## src/rtl/heat_diffusion_stencil_step_unit_assert.svh

```systemverilog
// Assertion macros shared by the stencil step unit
`ifndef HEAT_DIFFUSION_STENCIL_STEP_UNIT_ASSERT_SVH
`define HEAT_DIFFUSION_STENCIL_STEP_UNIT_ASSERT_SVH

// same-cycle implication, sampled on clk, off while arst_n is low
`define HDS_ASSERT_IMP(label, ante, cons, msg) \
	label: assert property (@(posedge clk) disable iff (!arst_n) (ante) |-> (cons)) \
	else $error(msg);

// next-cycle implication, sampled on clk, off while arst_n is low
`define HDS_ASSERT_NXT(label, ante, cons, msg) \
	label: assert property (@(posedge clk) disable iff (!arst_n) (ante) |=> (cons)) \
	else $error(msg);

`endif

```

## src/rtl/hds_pkg.sv

```systemverilog
// Shared constants and types of the heat diffusion stencil step unit
package hds_pkg;

	localparam int MAX_COLS   = 1024;
	localparam int MAX_ROWS   = 1024;
	localparam int VAL_W      = 32;
	localparam int K_W        = 16;
	localparam int DIM_W      = 11;
	localparam int CFG_DATA_W = 32;
	localparam int COL_W      = (MAX_COLS > 1) ? $clog2(MAX_COLS) : 1;
	localparam int ROW_W      = (MAX_ROWS > 1) ? $clog2(MAX_ROWS) : 1;

	// reset values of the configuration registers
	localparam int RST_DIM  = 1024;
	localparam int RST_RATE = 256;
	localparam int RST_BASE = 0;

	// arithmetic widths: 8-term sum, k*sum product, accumulator
	localparam int SUM_W      = VAL_W + 3;
	localparam int PROD_W     = SUM_W + K_W + 1;
	localparam int ACC_W      = PROD_W + 1;
	localparam int OWN_SHIFT  = 11;
	localparam int FRAC_SHIFT = 12;

	typedef logic signed [VAL_W-1:0] hds_val_t;

	// configuration register indexes
	typedef enum logic [1:0] {
		REG_GRID_COLUMNS  = 2'd0,
		REG_GRID_ROWS     = 2'd1,
		REG_TRANSFER_RATE = 2'd2,
		REG_BASE_TEMP     = 2'd3
	} hds_reg_t;

	// input item kinds
	typedef enum logic {
		OP_CELL  = 1'b0,
		OP_DRAIN = 1'b1
	} hds_op_t;

	// one column of the 3x3 window
	typedef struct packed {
		hds_val_t top;
		hds_val_t mid;
		hds_val_t bot;
	} hds_col_t;

	// grid edges around the output cell, plus end of frame
	typedef struct packed {
		logic top;
		logic bot;
		logic left;
		logic right;
		logic last;
	} hds_bnd_t;

endpackage

```

## src/rtl/hds_win_cell.sv

```systemverilog
// One column cell of the 3x3 window; takes its right neighbor's column on shift
module hds_win_cell (
	input  logic              clk,
	input  logic              arst_n,
	input  logic              shift,
	input  hds_pkg::hds_col_t col_in,
	output hds_pkg::hds_col_t col_out
);
	import hds_pkg::*;

	hds_col_t col_q;

	always_ff @(posedge clk or negedge arst_n) begin
		if (!arst_n) begin
			col_q <= '0;
		end else if (shift) begin
			col_q <= col_in;
		end
	end

	assign col_out = col_q;

endmodule

```

## config.mk

```make
export PLATFORM = sky130hd
export DESIGN_NAME = hds_win_cell
export DESIGN_NICKNAME = d
export VERILOG_FILES = /design/src/rtl/heat_diffusion_stencil_step_unit_assert.svh /design/src/rtl/hds_pkg.sv /design/src/rtl/hds_win_cell.sv
export SDC_FILE = /design/constraint.sdc
export NUM_CORES = 1
export LEC_CHECK = 0
export ABC_AREA = 1
export ABC_CLOCK_PERIOD_IN_PS = 800
export BUFFER_PORTS_ARGS = -buffer_cell sky130_fd_sc_hd__buf_4
export CAP_MARGIN = 0
export CORE_MARGIN = 4
export CORE_UTILIZATION = 35
export DETAILED_ROUTE_END_ITERATION = 6
export PLACE_DENSITY = 0.63
export RECOVER_POWER = 25
export SYNTH_ARGS = -nofsm -noshare
export SYNTH_HDL_FRONTEND = slang
export SYNTH_SLANG_ARGS = --single-unit
```

## constraint.sdc

```tcl
create_clock -name clk -period 0.8 [get_ports clk]
set_input_delay 0.16 -clock clk [delete_from_list [all_inputs] [get_ports clk]]
set_output_delay 0.16 -clock clk [all_outputs]
set_load 0.005 [all_outputs]
```

Word level (Yosys, flattened, before mapping). Index checks and enable logic that the tools add are counted.

Input bits: 99. Register bits after elaboration: 96. Logic and storage cells: 3.

Depth between registers and ports, before layout.
Depth after elaboration: 0. Depth in mapped cells: 6. Depth with buffers taken out: 3.

Least setup slack after synthesis. OpenSTA, ideal clock, no wires.

Path kind: input to register. From: input shift. To: register col_q, in the netlist col_out[20]. Library setup time: 0.116 ns. Arrival time: 0.699 ns. Path slack: -0.016 ns. Buffers on the path: 3. Cell stages on the path: 5. Data required time: 0.684 ns. Cell sequence: buf_4 buf_4 buf_4 nand2_1 nand2_1.

RTL lines: start: declaration (line hds_win_cell.sv:5) `input logic shift,`; end signal: assignment (line hds_win_cell.sv:17) `col_q <= col_in;`; end: declaration (line hds_win_cell.sv:11) `hds_col_t col_q;`.

Worst setup path in the final report.
From: register col_q, in the netlist col_out[77]. To: output col_out[77] in the netlist's numbering.

RTL lines: end: declaration (line hds_win_cell.sv:7) `output hds_pkg::hds_col_t col_out`.

No word-level cell between the ends.

==> results.txt <==
- Result of the run: finished, violations left
- The checks that failed: negative setup slack.
- Cell area after placement: 0.00526 mm^2
- At the end of the flow, the number of nets in the layout was 814.
* Placed cell count: 721
* Relative area change from synthesis to final layout: 89.3%
- On the final layout, the worst clock skew is 0 ns.
- Most instantiated cells after synthesis: sky130_fd_sc_hd__nand2_1, sky130_fd_sc_hd__dfrtp_1, sky130_fd_sc_hd__buf_2
- All-layer global routing usage: 18.5%
* Clk Latency, worst-skew pair: 0.35 ns
- Broken down by cell family, the worst path's largest delay share belongs to flip-flops.
- Number of nets produced by synthesis: ~510
* Area enclosed by the die boundary: 0.0121 mm^2
- The register with the most flip-flops in the layout has 96 of them.
* Number of antenna repair diodes: 0
- Once layout is complete, the utilization of the core stands at between 60% and 70%.
* Antenna Nets Post-Route: 0
* Vias per inst: 4.34
- Buf/Inv on CP: 1
* H-tree depth: 3
- Period minus WS final: 1.06 ns
* Final setup viols: 183
- Pleak: 3.75 nW
- Crit path required time: 0.64 ns
- After global routing the overflow that remains totals 0.
- The share of total power dissipated in combinational logic is 23.8%.
- Biggest area consumer among synthesized cells: sky130_fd_sc_hd__dfrtp_1
- The HPWL after detailed placement is 7.17 mm.
- For the pin with the worst max-slew slack, the measured transition is around 0.50 ns.
* Data arrival, critical path: approximately 0.90 ns
- Final RePlAce weighted congestion: around 0.74
- Net switching is 25.2% of the power.
- Max_cap viols: 0
- Setup tns final: -27.67 ns
- STA classifies the critical path startpoint as a flop.
- The internal portion of the total power is 8.58 mW.
- In this run, the clock network consumes 27.4% of the power.
* Cell breakdown of the critical path: buf_6
- The mapped netlist covers 0.00363 mm^2.
- Count of different cell masters after synthesis: 6
- The floorplan has 36 rows.
- The multi-input combinational cells in the finished layout cover a total of 0.00109 mm^2.
- Total Power Consumption: about 11 mW
- Vias in the first global route: roughly 3.6k
* Standard cell core area: 0.00995 mm^2
- Setup repair after global routing could not meet its margin everywhere.
* Total CTS buffers: 9
- Summing the sequential cell areas from Yosys gives 66.2% of the chip area.
* Register area: 0.00240 mm^2
* Number of flops mapped to enable cells by yosys: 0
- The setup path with the least slack is of type reg2out.
- VDD sags by at most 1010 uV.
- The final route contains 3700 vias.
- TritonCTS sink count: 96
- TritonCTS clock tree: built
- The worst setup path is captured at an output pin.
- First DRT Iteration DRCs: 194
* Most instantiated flip-flop cell in the synthesis netlist: sky130_fd_sc_hd__dfrtp_1
- Share of synthesized registers carrying an async set or reset: 100%
- Max Freq: ~0.94 GHz
* Maximum fanout count along the critical path: 2
- The Yosys step of the flow raised 0 warnings.
- Of the total power, registers draw 48.8%.
- Overall die width: between 100 and 150 um
- Worst rel slew slack: 67.0%
* Share of layout cells above drive strength 1: around 37%
* Final Routed Wirelength: 11.6 mm
* Longest Clk Path Bufs: 2
- Number of input and output port buffers inserted: 194
- Floorplan die height: 110 um
- In the routed design, unresolved DRC markers number 0.
- Crit path setup slack, layout: -0.258 ns
* Final Cell Area: 0.00687 mm^2
- Post-synthesis average cell area: 8.94 um^2
- Largest net degree at the start of global routing: 52
- Register bit count reported by yosys: 96
* Fill cell instance count of the final layout: 752
- Number of antenna violations at the first check in global routing: 0
- Power density of the placed cells: about 1700 mW/mm^2
- For this design the top-level I/O count stands at 195.
- Once layout is complete, the cells apart from fillers number between 800 and 900.
* Synth top area cells: sky130_fd_sc_hd__dfrtp_1, sky130_fd_sc_hd__nand2_1, sky130_fd_sc_hd__buf_4, sky130_fd_sc_hd__buf_2, sky130_fd_sc_hd__buf_6
* Max incr delay on CP: around 0.42 ns
- Max-slew violation count: 0
* Cell count after synthesis: 406
* Final period util: 132%
- Routed len/inst: between 10 and 15 um
- On the critical path, the stage with the largest delay is an instance of sky130_fd_sc_hd__dfrtp_1.
- After synthesis, the largest area contributor takes up 66.2% of total cell area.
* Wire length of the first global-routing pass: between 15 and 20 mm
* Most frequent cell after synthesis: sky130_fd_sc_hd__nand2_1
* Clock transition at the register clock pins on the worst setup and hold paths after CTS: roughly 0.090 ns
- Reported net switching power: 2.89 mW
* Clk Tree Root Cell: sky130_fd_sc_hd__clkbuf_8
- The initial utilization of the core area, before any placement, comes to 36.5%.
* Type of the worst min-delay path: in2reg
* TritonRoute pass-1 iters: 6
- Count of endpoints failing hold in the final timing report: 0
==> per-layer routing <==
| metal | vias to the layer above | part of all wire (%) | global-route usage, % |
|---|---|---|---|
| li1 | 1825 | - | - |
| met4 | 0 | 0.97 | 5.43 |
| met3 | 10 | 8.3 | 5.40 |
| met2 | 132 | 51 | 32.6 |
| met5 | - | 0 | 0 |
| met1 | 1733 | 40 | 21.7 |
==> stage by stage <==
step | worst slack [ns] | hold WS [ns]
6_report | -0.258 | 0.0117
5_1_grt | -0.306 | 0.00251
4_1_cts | -0.276 | 0.000318
3_5_place_dp | -0.0454 | 0.0511
3_3_place_gp | -0.0269 | 0.0516
2_1_floorplan | -0.0159 | -0.136
==> area by class of cell <==
class	instances	area share, %
multi-input cells	288	15.8
inverters	1	0.0910
flip-flops and latches	96	35.0
well taps	133	2.42
repair buffers	319	43.8
clock buffers	11	2.06
clock inverters	5	0.819
==> path summary, 6_finish.rpt <==
| path | slack, ns | depth (start not counted) | endpoint | start |
|---|---|---|---|---|
| setup / recovery | -0.26 | 1 | col_out[77] | col_out[77]$_DFFE_PN0P_ |
| hold / removal | 0.01 | 3 | col_out[50]$_DFFE_PN0P_ | col_in[50] |
| setup reg to reg | -0.06 | 4 | col_out[24]$_DFFE_PN0P_ | col_out[24]$_DFFE_PN0P_ |
| hold reg to reg | 0.50 | 2 | col_out[78]$_DFFE_PN0P_ | col_out[78]$_DFFE_PN0P_ |
| max in group asynchronous | -0.07 | 3 | col_out[43]$_DFFE_PN0P_ | arst_n |
| min in group asynchronous | 0.32 | 2 | col_out[81]$_DFFE_PN0P_ | arst_n |
==> cells in the final DEF (no fill, tap or decap), drive strengths merged <==
master / count
nand2: 288
buf: 228
dfrtp: 96
dlygate4sd3: 72
clkbuf: 30
clkinv: 3
inv: 1
bufinv: 1
clkinvlp: 1
==> cell families (layout without fill, tap and decap cells) <==
group / count (synthesis) / count (layout) / share of synthesized area, %
AND/OR/NAND/NOR: 288 / 288 / 29.8
flip-flops: 96 / 96 / 66.2
buffers and inverters: 22 / 336 / 4.03
==> what timing repair did <==
item                                    in CTS  in global routing
pin swaps                                    0                  1
hold buffers                                72                  0
endpoints found under the setup margin      96                 98
resized for setup                           96                  4
endpoints found under the hold margin      167                  0
setup buffers                               22                 23
==> power by group through the flow <==
stage               Sequential (mW)  Clock, mW  Combinational [mW]
floorplan                      5.63          0               0.531
global placement               5.61          0                1.88
detailed placement             5.61          0                1.91
CTS                            5.60       3.25                2.59
global route                   5.65       3.48                2.98
finish                         5.60       3.14                2.73
No activity file was read; power rests on OpenSTA's default activity.
