## src/rtl/heat_diffusion_stencil_step_unit_assert.svh

```systemverilog
// Assertion macros shared by the stencil step unit
`ifndef HEAT_DIFFUSION_STENCIL_STEP_UNIT_ASSERT_SVH
`define HEAT_DIFFUSION_STENCIL_STEP_UNIT_ASSERT_SVH

// same-cycle implication, sampled on clk, off while arst_n is low
`define HDS_ASSERT_IMP(label, ante, cons, msg) \
	label: assert property (@(posedge clk) disable iff (!arst_n) (ante) |-> (cons)) \
	else $error(msg);

// next-cycle implication, sampled on clk, off while arst_n is low
`define HDS_ASSERT_NXT(label, ante, cons, msg) \
	label: assert property (@(posedge clk) disable iff (!arst_n) (ante) |=> (cons)) \
	else $error(msg);

`endif

```

## src/rtl/hds_pkg.sv

```systemverilog
// Shared constants and types of the heat diffusion stencil step unit
package hds_pkg;

	localparam int MAX_COLS   = 1024;
	localparam int MAX_ROWS   = 1024;
	localparam int VAL_W      = 32;
	localparam int K_W        = 16;
	localparam int DIM_W      = 11;
	localparam int CFG_DATA_W = 32;
	localparam int COL_W      = (MAX_COLS > 1) ? $clog2(MAX_COLS) : 1;
	localparam int ROW_W      = (MAX_ROWS > 1) ? $clog2(MAX_ROWS) : 1;

	// reset values of the configuration registers
	localparam int RST_DIM  = 1024;
	localparam int RST_RATE = 256;
	localparam int RST_BASE = 0;

	// arithmetic widths: 8-term sum, k*sum product, accumulator
	localparam int SUM_W      = VAL_W + 3;
	localparam int PROD_W     = SUM_W + K_W + 1;
	localparam int ACC_W      = PROD_W + 1;
	localparam int OWN_SHIFT  = 11;
	localparam int FRAC_SHIFT = 12;

	typedef logic signed [VAL_W-1:0] hds_val_t;

	// configuration register indexes
	typedef enum logic [1:0] {
		REG_GRID_COLUMNS  = 2'd0,
		REG_GRID_ROWS     = 2'd1,
		REG_TRANSFER_RATE = 2'd2,
		REG_BASE_TEMP     = 2'd3
	} hds_reg_t;

	// input item kinds
	typedef enum logic {
		OP_CELL  = 1'b0,
		OP_DRAIN = 1'b1
	} hds_op_t;

	// one column of the 3x3 window
	typedef struct packed {
		hds_val_t top;
		hds_val_t mid;
		hds_val_t bot;
	} hds_col_t;

	// grid edges around the output cell, plus end of frame
	typedef struct packed {
		logic top;
		logic bot;
		logic left;
		logic right;
		logic last;
	} hds_bnd_t;

endpackage

```

## src/rtl/hds_calc.sv

```systemverilog
// Stencil arithmetic pipeline: edge masking, 8-term sum, k scaling, rounding, saturation
module hds_calc (
	input  logic                      clk,
	input  logic                      arst_n,
	input  logic                      vin,
	output logic                      rdy,
	input  hds_pkg::hds_col_t         c0,
	input  hds_pkg::hds_col_t         c1,
	input  hds_pkg::hds_col_t         c2,
	input  hds_pkg::hds_bnd_t         bnd,
	input  hds_pkg::hds_val_t         base,
	input  logic [hds_pkg::K_W-1:0]   k,
	output logic                      o_valid,
	input  logic                      o_ready,
	output hds_pkg::hds_val_t         o_value,
	output logic                      o_last
);
	import hds_pkg::*;

	localparam int RES_W = ACC_W - FRAC_SHIFT;

	hds_val_t nb [8];

	logic signed [VAL_W:0]    p_s3 [4];
	logic signed [VAL_W+1:0]  q_s4 [2];
	logic signed [SUM_W-1:0]  sum_s5;
	logic signed [PROD_W-1:0] prod_s6;
	hds_val_t own_s3, own_s4, own_s5, own_s6;
	logic last_s3, last_s4, last_s5, last_s6;
	logic v_s3, v_s4, v_s5, v_s6;
	logic rdy_s3, rdy_s4, rdy_s5, rdy_s6, rdy_o;

	logic signed [K_W:0]      k_sx;
	logic signed [ACC_W-1:0]  acc;
	logic [RES_W-1:0]         res;
	logic                     fits;
	hds_val_t                 sat_val;

	logic     o_valid_q;
	hds_val_t o_value_q;
	logic     o_last_q;

	// stall chain: a stage takes a beat when empty or when it moves on
	assign rdy_o  = !o_valid_q || o_ready;
	assign rdy_s6 = !v_s6 || rdy_o;
	assign rdy_s5 = !v_s5 || rdy_s6;
	assign rdy_s4 = !v_s4 || rdy_s5;
	assign rdy_s3 = !v_s3 || rdy_s4;
	assign rdy    = rdy_s3;

	// neighbors outside the grid read as the base temperature
	always_comb begin
		nb[0] = (bnd.top || bnd.left)  ? base : c0.top;
		nb[1] = bnd.top                ? base : c1.top;
		nb[2] = (bnd.top || bnd.right) ? base : c2.top;
		nb[3] = bnd.left               ? base : c0.mid;
		nb[4] = bnd.right              ? base : c2.mid;
		nb[5] = (bnd.bot || bnd.left)  ? base : c0.bot;
		nb[6] = bnd.bot                ? base : c1.bot;
		nb[7] = (bnd.bot || bnd.right) ? base : c2.bot;
	end

	assign k_sx = {1'b0, k};

	// floor((k*S + own*2048) / 4096), then clamp to 32 bits
	assign acc     = ACC_W'(prod_s6) + (ACC_W'(own_s6) <<< OWN_SHIFT);
	assign res     = acc[ACC_W-1:FRAC_SHIFT];
	assign fits    = (&res[RES_W-1:VAL_W-1]) || !(|res[RES_W-1:VAL_W-1]);
	assign sat_val = res[RES_W-1] ? {1'b1, {(VAL_W-1){1'b0}}} : {1'b0, {(VAL_W-1){1'b1}}};

	// valid bits
	always_ff @(posedge clk or negedge arst_n) begin
		if (!arst_n) begin
			v_s3      <= 1'b0;
			v_s4      <= 1'b0;
			v_s5      <= 1'b0;
			v_s6      <= 1'b0;
			o_valid_q <= 1'b0;
		end else begin
			if (rdy_s3) v_s3 <= vin;
			if (rdy_s4) v_s4 <= v_s3;
			if (rdy_s5) v_s5 <= v_s4;
			if (rdy_s6) v_s6 <= v_s5;
			if (rdy_o)  o_valid_q <= v_s6;
		end
	end

	// datapath: pair sums, quad sums, total, product, result
	always_ff @(posedge clk) begin
		if (rdy_s3 && vin) begin
			for (int i = 0; i < 4; i++) begin
				p_s3[i] <= (VAL_W+1)'(nb[2*i]) + (VAL_W+1)'(nb[2*i+1]);
			end
			own_s3  <= c1.mid;
			last_s3 <= bnd.last;
		end
		if (rdy_s4 && v_s3) begin
			for (int j = 0; j < 2; j++) begin
				q_s4[j] <= (VAL_W+2)'(p_s3[2*j]) + (VAL_W+2)'(p_s3[2*j+1]);
			end
			own_s4  <= own_s3;
			last_s4 <= last_s3;
		end
		if (rdy_s5 && v_s4) begin
			sum_s5  <= SUM_W'(q_s4[0]) + SUM_W'(q_s4[1]);
			own_s5  <= own_s4;
			last_s5 <= last_s4;
		end
		if (rdy_s6 && v_s5) begin
			prod_s6 <= PROD_W'(sum_s5) * PROD_W'(k_sx);
			own_s6  <= own_s5;
			last_s6 <= last_s5;
		end
		if (rdy_o && v_s6) begin
			o_value_q <= fits ? res[VAL_W-1:0] : sat_val;
			o_last_q  <= last_s6;
		end
	end

	assign o_valid = o_valid_q;
	assign o_value = o_value_q;
	assign o_last  = o_last_q;

endmodule

```

## config.mk

```make
export PLATFORM = sky130hd
export DESIGN_NAME = hds_calc
export DESIGN_NICKNAME = d
export VERILOG_FILES = /design/src/rtl/heat_diffusion_stencil_step_unit_assert.svh /design/src/rtl/hds_pkg.sv /design/src/rtl/hds_calc.sv
export SDC_FILE = /design/constraint.sdc
export NUM_CORES = 2
export LEC_CHECK = 0
export BUFFER_PORTS_ARGS = -buffer_cell sky130_fd_sc_hd__buf_2
export CAP_MARGIN = 20
export CORE_MARGIN = 4
export CORE_UTILIZATION = 55
export DETAILED_ROUTE_END_ITERATION = 16
export PLACE_DENSITY_LB_ADDON = 0.25
export SYNTH_ARGS = -nofsm -noshare
export SYNTH_HDL_FRONTEND = slang
export SYNTH_SLANG_ARGS = --single-unit
```

## constraint.sdc

```tcl
create_clock -name clk -period 9.2 [get_ports clk]
set_input_delay 0.92 -clock clk [delete_from_list [all_inputs] [get_ports clk]]
set_output_delay 0.92 -clock clk [all_outputs]
set_load 0.01 [all_outputs]
```

After elaboration in Yosys (flattened, before gate mapping)
Memories as Yosys holds them, arrays and structs flattened. Cells that the tools add are included.

Add/subtract/negate cells: 8. $mul: 1. Multiplexer cells: 14. Reduce and logical (&&, ||, !) cells: 23.

Operator list (count): $mux 32 (10); $add 32x32->33 (4); $add 33x33->34 (2); $add 52x43->53 (1); $mul 35x17->52 (1); $add 34x34->35 (1); $logic_or 1x1->1 (10); $reduce_and 10->1 (1); $reduce_or 10->1 (1); $logic_not 1->1 (6); $logic_and 1x1->1 (5); $mux 1 (4).

Flip-flop bits (word level): 257. Memory bits (writable): 200. Input port bits: 345. Output and inout port bits: 35. Word-level logic and storage cells: 65. Memories: 2.

Memories: p_s3 (words 4, width 33, read ports 4, clocked after memory_dff 0, write ports 4, RTL line hds_calc.sv:24) `logic signed [VAL_W:0] p_s3 [4];`; q_s4 (words 2, width 34, read ports 2, clocked after memory_dff 0, write ports 2, RTL line hds_calc.sv:25) `logic signed [VAL_W+1:0] q_s4 [2];`.

Logic depth before layout (Yosys ltp)
Word-level depth: 9. Mapped depth: 26. Gate-level depth less buffers: 25.

Worst setup path after synthesis
Ideal clock, no wire load.

Path kind: input port to flip-flop. From: input k[2] (netlist name). To: register prod_s6[42] (data pin). Setup time: 266 ps. Arrival time: 7196 ps. Required time: 8934 ps. Path slack: 1738 ps. Cell stages on the path: 24. Buffers on the path: 2. Cell sequence: clkbuf_1 -> clkbuf_1 -> nand2_1 -> fa_1 -> fa_1 -> fa_1 -> inv_1 -> fa_1 -> fa_1 -> inv_1 -> fa_1 -> inv_1 -> ha_1 -> o21a_1 -> o21a_1 -> a211oi_1 -> o31ai_1 -> a311oi_1 -> o21ai_1 -> a21oi_1 -> o21ai_1 -> a2111oi_0 -> nor3_1 -> xor2_1.

Word-level cells in the longest chain between the ends: 1.

Ends and longest elaborated chain: start: declaration (RTL line hds_calc.sv:12) `input logic [hds_pkg::K_W-1:0] k,`; $mul 35x17->52 (RTL line hds_calc.sv:110) `prod_s6 <= PROD_W'(sum_s5) * PROD_W'(k_sx);`; end signal: assignment (RTL line hds_calc.sv:110); end: declaration (RTL line hds_calc.sv:27) `logic signed [PROD_W-1:0] prod_s6;`.

No other way between the ends. A chain may end at the register's enable or synchronous reset.

Final worst setup path
From: input k[3] (netlist name). To: register prod_s6[42] (data pin).

Same word-level chain as after synthesis.

==> impl_metrics.json <==
{
  "tightest_slew_ns": 1.002,
  "maxSlewHeadroom_pct": 33.20,
  "cts_buffers": 48,
  "synth_async_sr_flop_share_pct": 1.121,
  "post_dp_cell_area_um2": 51290,
  "avgViaCountPerCell": 5.580,
  "worstPathRequired_ns": 9.52,
  "post_cts_buffers": 0,
  "drive_gt1_share_pct": 16.00,
  "num-nets-final": 6249,
  "period_share_pct": 84.59,
  "arrival_ns": 8.10,
  "cp_max_fo": 35,
  "cts-root-buf": "clkbuf_16",
  "clk_latency_ns": 0.60,
  "dieArea_um2": 92600,
  "start_util_pct": 55.57,
  "drcViolationCount": 0,
  "dp_hpwl_um": 93630,
  "rows": 108,
  "synthToLayoutAreaGrowth_pct": 9.445,
  "synth.top_cell.area_share_pct": 27.42,
  "wl_per_cell_um": 18.82,
  "grt_usage_pct": 25.30,
  "synth_edf_count": 441,
  "postLayoutCellArea_um2": 52850,
  "clkTransAtPathRegs_ns": 0.06,
  "avgSynthCellArea_um2": 10.34,
  "period_needed_ns": 7.782,
  "grt_pass1_wl_um": 190000,
  "fmax_mhz": 128.5,
  "synth_cells": 4672,
  "outcome": "completed",
  "netlist_area_um2": 48290,
  "overflow": 0,
  "final_hold_viol_count": 0,
  "setup_viol": 0,
  "fin_tns_setup_ns": 0,
  "routed_wl_um": 116100,
  "ys_ff_latch": 446,
  "die_y_um": 304.3,
  "grt_use_met2_pct": 44.35,
  "cts_resized": 0,
  "cts_tree": "done",
  "cts_max_level": 2,
  "drt_iter0_drc": 2220,
  "fin_skew_ns": 0.02408,
  "path_class": "in2reg",
  "die_width_um": 304.3,
  "antenna_found_initial": 1,
  "hold_class": "in2async",
  "slew_violations": 0,
  "seq_area_frac_synth_pct": 27.68,
  "ys.warnings.count": 0,
  "postCtsHoldBufs": 0,
  "portBuffers": 379,
  "grt_max_degree": 82,
  "end_kind": "flip-flop",
  "synth_top_area_cell": "edfxtp_1",
  "cts.sinks": 446,
  "grt_pass1_vias": 36660,
  "syn-num-nets": 5943,
  "drv_cap": 0,
  "top_usage_layer": "met2",
  "met3_usage_pct": 3.487,
  "ant_nets": 0,
  "gp_congestion": 0.9241,
  "worst_setup_path_start_kind": "input port",
  "antennaDiodeCount": 0,
  "coreArea_um2": 86890,
  "groute.layer.met1.usage_pct": 32.90,
  "synth_top_flop_cell": "edfxtp_1",
  "rsz0062_at_grt": "no",
  "vias": 34420,
  "drt_pass1_iterations": 6,
  "synth_cell_type_count": 81,
  "ios": 380,
  "ys_top_cells_by_area": "edfxtp_1 27%, fa_1 22%, ha_1 10%",
  "max-clock-path-buffers": 3
}
-- state kept, by name, summed over array words and instances, names as in the netlist --
name / cells
last_s3: 1
last_s4: 1
last_s5: 1
last_s6: 1
o_last: 1
o_valid: 1
o_value: 32
own_s3: 32
own_s4: 32
own_s5: 32
own_s6: 32
p_s3: 132
prod_s6: 41
q_s4: 68
sum_s5: 35
v_s3: 1
v_s4: 1
v_s5: 1
v_s6: 1
-- synth_stat cells (10+ instances only) --
| cell type | instances |
|---|---|
| inv_1 | 695 |
| fa_1 | 537 |
| nand2_1 | 455 |
| edfxtp_1 | 441 |
| ha_1 | 389 |
| mux2_2 | 257 |
| a21oi_1 | 243 |
| and2_1 | 218 |
| xnor2_1 | 185 |
| nor2_1 | 161 |
| clkbuf_1 | 142 |
| a21o_1 | 124 |
| o21ai_0 | 117 |
| xor2_1 | 87 |
| nand3_1 | 51 |
| nor3_1 | 49 |
| o21bai_1 | 44 |
| nand2b_1 | 42 |
| nor2b_1 | 42 |
| o21a_1 | 37 |
| o211ai_2 | 30 |
| a31oi_1 | 28 |
| and3_1 | 26 |
| nand4_1 | 24 |
| or3_1 | 18 |
| a211oi_1 | 16 |
| o31ai_1 | 15 |
| a31o_2 | 12 |
| a2111oi_0 | 10 |
-- metal layers --
metal | share of wire (%) | up-vias
li1 | - | 16360
met1 | 42 | 16830
met2 | 49 | 1052
met3 | 6.0 | 175
met4 | 2.8 | 2
met5 | 0.011 | -
-- kinds of logic (layout without fill, tap and decap cells) --
logic type	after synthesis	in the layout	synth area share, %
buffers and inverters	844	1186	6.613
XOR/XNOR	272	272	4.934
adder cells (fa/ha/maj)	926	926	32.34
AND/OR/NAND/NOR	1136	1136	11.41
AO/OA/AOI/OAI	789	789	10.99
flip-flops	446	446	27.68
multiplexers	259	259	6.035
-- critical path, cell delays in order --
cell,delay [ns]
buf_2,0.59
nand2_1,0.16
fa_1,0.53
fa_1,0.53
fa_1,0.52
inv_1,0.05
fa_1,0.49
fa_1,0.53
inv_1,0.06
fa_1,0.47
inv_1,0.04
ha_1,0.34
o21a_1,0.23
o21a_1,0.18
a211oi_1,0.29
o31ai_1,0.12
a311oi_1,0.50
o21ai_1,0.32
a21oi_1,0.32
o21ai_1,0.16
a2111oi_0,0.45
nor3_1,0.12
xor2_1,0.16
-- cell type report --
type | instances | area [um^2]
timing repair buffer | 405 | 2092
sequential | 446 | 13370
inverter | 695 | 2609
clock buffer | 56 | 1252
multi-input combinational | 3382 | 31780
tap | 1155 | 1445
clock inverter | 30 | 306.5
fill | 7256 | 34040
-- path summary, 6_finish.rpt --
| kind | start | endpoint | slack (ns) | cells past startpoint |
|---|---|---|---|---|
| min in group clk | own_s4[21] | own_s5[21] | 0.42 | 0 |
| worst max-delay path | k[3] | prod_s6[42] | 1.42 | 23 |
| max in group asynchronous | arst_n | v_s6 | 8.93 | 1 |
| worst min register to register | own_s4[21] | own_s5[21] | 0.42 | 0 |
| worst min-delay path | arst_n | v_s4 | 0.14 | 1 |
| worst max register to register | sum_s5[15] | prod_s6[42] | 1.49 | 22 |
-- cell usage in the layout, fill, tap and decap left out, drive strengths merged, types with 44 or more instances in the layout --
cell type  instances
o21ai            127
nor3              49
xor2              87
inv              695
and2             218
mux2             257
buf              405
edfxtp           441
nor2             161
nand3             52
clkbuf            56
ha               389
xnor2            185
fa               537
a21oi            244
nand2            455
a21o             124
o21bai            44
-- per-stage QoR --
stage | utilization, % | cells | hold slack (ns) | worst slack, ns
after floorplan | - | 4672 | 0.4003 | 1.738
after global placement | 59.03 | 6083 | 0.4009 | 0.9847
after detailed placement | 59.03 | 6083 | 0.4045 | 0.8750
after CTS | 60.82 | 6169 | 0.1030 | 1.494
after global routing | 60.82 | 6169 | 0.1128 | 1.038
final | 60.82 | 6169 | 0.1366 | 1.418
Power is not shown: default switching activity piles up to over one toggle a cycle in this logic, so the estimate is an artifact.
